### src/hw/rtl/dlir_pkg.sv
// Package for the display linear interpolation resampler.
// Holds widths, limits, register indexes and the control/status structs.
// Depends on nothing; used by every module of the block.
`timescale 1ns / 1ps
`default_nettype none

package dlir_pkg;

    localparam int SAMPLE_W    = 16;
    localparam int PHASE_W     = 25;
    localparam int FRAC_W      = 16;
    localparam int STEP_W      = 24;
    localparam int GAIN_W      = 16;
    localparam int WIDTH_W     = 13;
    localparam int COL_W       = 12;
    localparam int POINT_W     = 24;
    localparam int BLEND_W     = 34;
    localparam int PROD_W      = 51;
    localparam int ROUND_SHIFT = 28;
    localparam int OUT_TDATA_W = 40;
    localparam int CFG_IDX_W   = 2;
    localparam int CFG_DATA_W  = 24;

    localparam int MAX_COLUMNS           = 4096;
    localparam int MAX_POINTS_PER_SAMPLE = 16;
    localparam int CNT_W                 = $clog2(MAX_POINTS_PER_SAMPLE + 1);

    localparam logic [PHASE_W-1:0] PHASE_ONE = PHASE_W'(32'h0001_0000);
    localparam logic [WIDTH_W-1:0] WIDTH_MAX = WIDTH_W'(MAX_COLUMNS);
    localparam logic [WIDTH_W-1:0] WIDTH_MIN = WIDTH_W'(1);
    localparam logic [CNT_W-1:0]   CNT_MAX   = CNT_W'(MAX_POINTS_PER_SAMPLE);
    localparam logic [CNT_W-1:0]   CNT_LAST  = CNT_W'(MAX_POINTS_PER_SAMPLE - 1);

    localparam logic [POINT_W-1:0] PT_MAX = 24'h7F_FFFF;
    localparam logic [POINT_W-1:0] PT_MIN = 24'h80_0000;

    localparam logic [STEP_W-1:0]  STEP_RESET  = 24'h01_0000;
    localparam logic [GAIN_W-1:0]  GAIN_RESET  = 16'h1000;
    localparam logic [WIDTH_W-1:0] WIDTH_RESET = 13'd1024;

    localparam logic [CFG_IDX_W-1:0] CFG_PHASE_STEP   = 2'd0;
    localparam logic [CFG_IDX_W-1:0] CFG_GAIN         = 2'd1;
    localparam logic [CFG_IDX_W-1:0] CFG_SCREEN_WIDTH = 2'd2;

    typedef struct packed {
        logic accept;
        logic point;
        logic mul1;
        logic mul2;
        logic emit;
        logic finish;
    } cmd_t;

    typedef struct packed {
        logic primed;
        logic point_go;
        logic out_free;
    } status_t;

endpackage

`default_nettype wire

### src/hw/rtl/dlir_ctrl.sv
// Controller state machine of the display linear interpolation resampler.
// Sequences accept, point set-up, two multiply steps and the output load.
// Depends on dlir_pkg.
`timescale 1ns / 1ps
`default_nettype none

module dlir_ctrl
(
    input  wire logic             clk,
    input  wire logic             rst_n,
    input  wire logic             in_valid,
    input  wire logic             in_restart,
    output logic                  in_ready,
    input  dlir_pkg::status_t     status,
    output dlir_pkg::cmd_t        cmd
);

    localparam logic [2:0] ST_IDLE  = 3'd0;
    localparam logic [2:0] ST_POINT = 3'd1;
    localparam logic [2:0] ST_MUL1  = 3'd2;
    localparam logic [2:0] ST_MUL2  = 3'd3;
    localparam logic [2:0] ST_EMIT  = 3'd4;

    logic [2:0] state_reg;
    logic [2:0] state_next;

    always_comb
    begin
        state_next = state_reg;
        cmd        = '0;
        in_ready   = 1'b0;
        unique case (state_reg)
            ST_IDLE:
            begin
                in_ready = 1'b1;
                if (in_valid)
                begin
                    cmd.accept = 1'b1;
                    if (!in_restart && status.primed)
                    begin
                        state_next = ST_POINT;
                    end
                end
            end
            ST_POINT:
            begin
                if (status.point_go)
                begin
                    cmd.point  = 1'b1;
                    state_next = ST_MUL1;
                end
                else
                begin
                    cmd.finish = 1'b1;
                    state_next = ST_IDLE;
                end
            end
            ST_MUL1:
            begin
                cmd.mul1   = 1'b1;
                state_next = ST_MUL2;
            end
            ST_MUL2:
            begin
                cmd.mul2   = 1'b1;
                state_next = ST_EMIT;
            end
            ST_EMIT:
            begin
                if (status.out_free)
                begin
                    cmd.emit   = 1'b1;
                    state_next = ST_POINT;
                end
            end
            default:
            begin
                state_next = ST_IDLE;
            end
        endcase
    end

    always_ff @(posedge clk or negedge rst_n)
    begin
        if (!rst_n)
        begin
            state_reg <= ST_IDLE;
        end
        else
        begin
            state_reg <= state_next;
        end
    end

endmodule

`default_nettype wire

### config.mk
export PLATFORM = sky130hd
export DESIGN_NAME = dlir_ctrl
export DESIGN_NICKNAME = d
export VERILOG_FILES = /design/src/hw/rtl/dlir_pkg.sv /design/src/hw/rtl/dlir_ctrl.sv
export SDC_FILE = /design/constraint.sdc
export NUM_CORES = 1
export LEC_CHECK = 0
export BUFFER_PORTS_ARGS = -buffer_cell sky130_fd_sc_hd__buf_4
export CAP_MARGIN = 25
export CORE_AREA = 4 4 41 43
export CTS_CLUSTER_DIAMETER = 60
export DETAILED_ROUTE_END_ITERATION = 10
export DIE_AREA = 0 0 45 47
export PLACE_DENSITY_LB_ADDON = 0.25
export SLEW_MARGIN = 10
export SYNTH_ARGS = -nofsm -noshare
export SYNTH_HDL_FRONTEND = slang
export SYNTH_SLANG_ARGS = --single-unit
### constraint.sdc
create_clock -name clk -period 0.9 [get_ports clk]
set_input_delay 0.18 -clock clk [delete_from_list [all_inputs] [get_ports clk]]
set_output_delay 0.18 -clock clk [all_outputs]
set_load 0.03 [all_outputs]
==> flow_metrics.py <==
metrics = {
    "clocking": {
        "worstSkewPairLatency_ps": 230,
        "clk_pin_slew_ps": 40,
        "cts_root_buf": "clkbuf_4",
        "cts_max_level": 1,
        "tritoncts": "built",
        "cts_num_sinks": 3,
        "cts_buffers": 3,
        "clock_path_buffers": 2,
    },
    "finish": {
        "syn_to_final_growth_pct": 101,
        "drive_gt1_frac": 0.789,
        "nNetsFinal": 46,
        "diodes": 0,
        "final_cells": 53,
        "largest_reg_flops": 3,
    },
    "grt": {
        "grt_max_degree": 9,
        "grt_pass1_vias": 228,
        "antenna_found_initial": 0,
        "grt_pass1_wl_microns": 959,
        "grt.total_usage": 0.0745,
        "grt_remaining_overflow": 0,
    },
    "critical_path": {
        "crit_fanout": 8,
        "worstPathArrival_ps": 1230,
        "critPathKind": "flip-flop to output pin",
        "critPathRequiredTime_ps": 720,
        "r2r_cells": 2,
        "critPathCaptureType": "output pin",
        "worst_setup_path_start_kind": "flip-flop",
    },
    "pwr": {
        "p_per_area_mw_per_mm2": 3320,
        "p_total_uw": 1430,
        "power.leakage_uw": 0.000197,
        "ir_drop_uv": 1320,
    },
    "detailed_routing": {
        "drt-initial-drc-count": 1,
        "drc": 0,
        "dr.pass1.iters": 2,
        "via_per_inst": 4.13,
        "drtAntennaViolNets": 0,
        "wire_per_inst_microns": 11.0,
        "wirelength_microns": 583,
        "vias": 219,
    },
    "flow_run": {
        "max-cap-violations": 0,
    },
    "synthesis": {
        "synth_ff_type": "dfrtp_1",
        "synth.area.top_cells": "dfrtp_1 (35%), nor4bb_4 (12%), nor3b_2 (5.8%)",
        "yosysSeqAreaShare": 0.349,
        "synth_cell_types": 17,
        "synth_enable_flop_cells": 0,
        "synth_commonest_cells": "dfrtp_1 (3), nor2_1 (2)",
        "mappedNetlistArea_sq_um": 215,
        "yosysWarnings": 0,
        "yosysMostFrequentCell": "dfrtp_1",
        "synth_top_area_frac": 0.349,
        "async_flop_share": 1.00,
        "synth_area_per_cell_sq_um": 10.8,
        "synth_top_cell_by_area": "dfrtp_1",
        "syn_nets": 27,
        "netlist_instances": 20,
        "ys_ff_latch": 3,
    },
    "min_path": {
        "hold_path_class": "input pin to flip-flop",
        "min_path_cells": 3,
    },
    "sta": {
        "fin_crit_sh": 1.57,
        "layout_setup_ws_ps": -512,
        "layout_min_cycle_time_ps": 1410,
        "setup-tns-final_ps": -3520,
        "slew_headroom": 0.850,
        "rsz0062_at_grt": "true",
        "tightest_slew_ps": 226,
        "fmax_mhz": 708,
        "holdWs_ps": 232,
        "hold_viol": 0,
        "setup_viol": 10,
        "skew_ps": 1.90,
        "slew_violations": 0,
    },
    "outcome": {
        "violations": "setup timing",
        "status": "finished, violations left",
    },
    "floorplan": {
        "die_y_microns": 47,
        "start_util": 0.165,
        "die_x_microns": 45,
        "core_area_sq_mm": 0.00130,
        "die_area_sq_mm": 0.00212,
        "io_pins": 14,
        "fp-row-count": 13,
    },
    "place": {
        "io_buffers": 13,
        "place.gp.congestion": 0.639,
        "dpl.cell_count": 46,
    },
}
## per-layer routing
layer	vias up	wire, microns	GRT usage
li1	109	-	-
met1	94	231	0.0713
met2	14	271	0.0847
met3	2	65	0.0460
met4	0	15	0.123
met5	-	0	0
## power by group
| group | switching, uW | total, uW | internal, uW | leakage, uW |
|---|---|---|---|---|
| registers | 158 | 354 | 196 | 0.0000351 |
| clock network | 71.9 | 238 | 166 | 0.0000150 |
| logic | 376 | 840 | 464 | 0.000147 |
| total | 606 | 1430 | 826 | 0.000197 |
## metrics by stage
step	worst slack (ps)	util	cell area [sq um]
6_report	-512	0.332	432
4_1_cts	-517	0.321	418
2_1_floorplan	-378	-	258
3_5_place_dp	-332	0.270	352
3_3_place_gp	-318	0.270	352
5_1_grt	-550	0.332	432
## final timing paths
| check | from | endpoint | slack, ps |
|---|---|---|---|
| min reg2reg | state_reg[0] | state_reg[0] | 540 |
| max | state_reg[1] | cmd[4] | -510 |
| max reg2reg | state_reg[2] | state_reg[2] | -140 |
| max in group asynchronous | rst_n | state_reg[0] | 520 |
| min | status[0] | state_reg[0] | 230 |
| min in group asynchronous | rst_n | state_reg[2] | 270 |
## cell families (layout without fill, tap and decap cells)
group | after synthesis | in the layout | share of synthesized area
AO/OA/AOI/OAI | 2 | 2 | 0.0814
buffers and inverters | 3 | 21 | 0.105
flip-flops | 3 | 3 | 0.349
AND/OR/NAND/NOR | 12 | 12 | 0.465
## cells in the final DEF (no fill, tap or decap), types with 2 or more instances in the layout
cell       n
dfrtp_2    3
buf_6      5
nor2_1     2
buf_4     10
clkbuf_4   3
## cell type report
type	count	area, sq um
clock buffers	4	26.3
multi-input cells	14	163
inverters	1	3.75
well taps	15	18.8
repair buffers	16	141
flip-flops and latches	3	78.8
fillers	153	870
## worst max-delay path: stages, from the launching register on
cell	delay (ps)
dfrtp_2	480
nor4bb_4	310
buf_4	200
## repair_timing
item | 4_1_cts | 5_1_grt
endpoints found under the setup margin | 10 | 10
pin swaps | 2 | 2
endpoints found under the hold margin | 3 | 0
hold buffers | 1 | 0
buffers inserted | 2 | 0
gates resized for setup | 7 | 4
No activity file was read; power rests on OpenSTA's default activity.
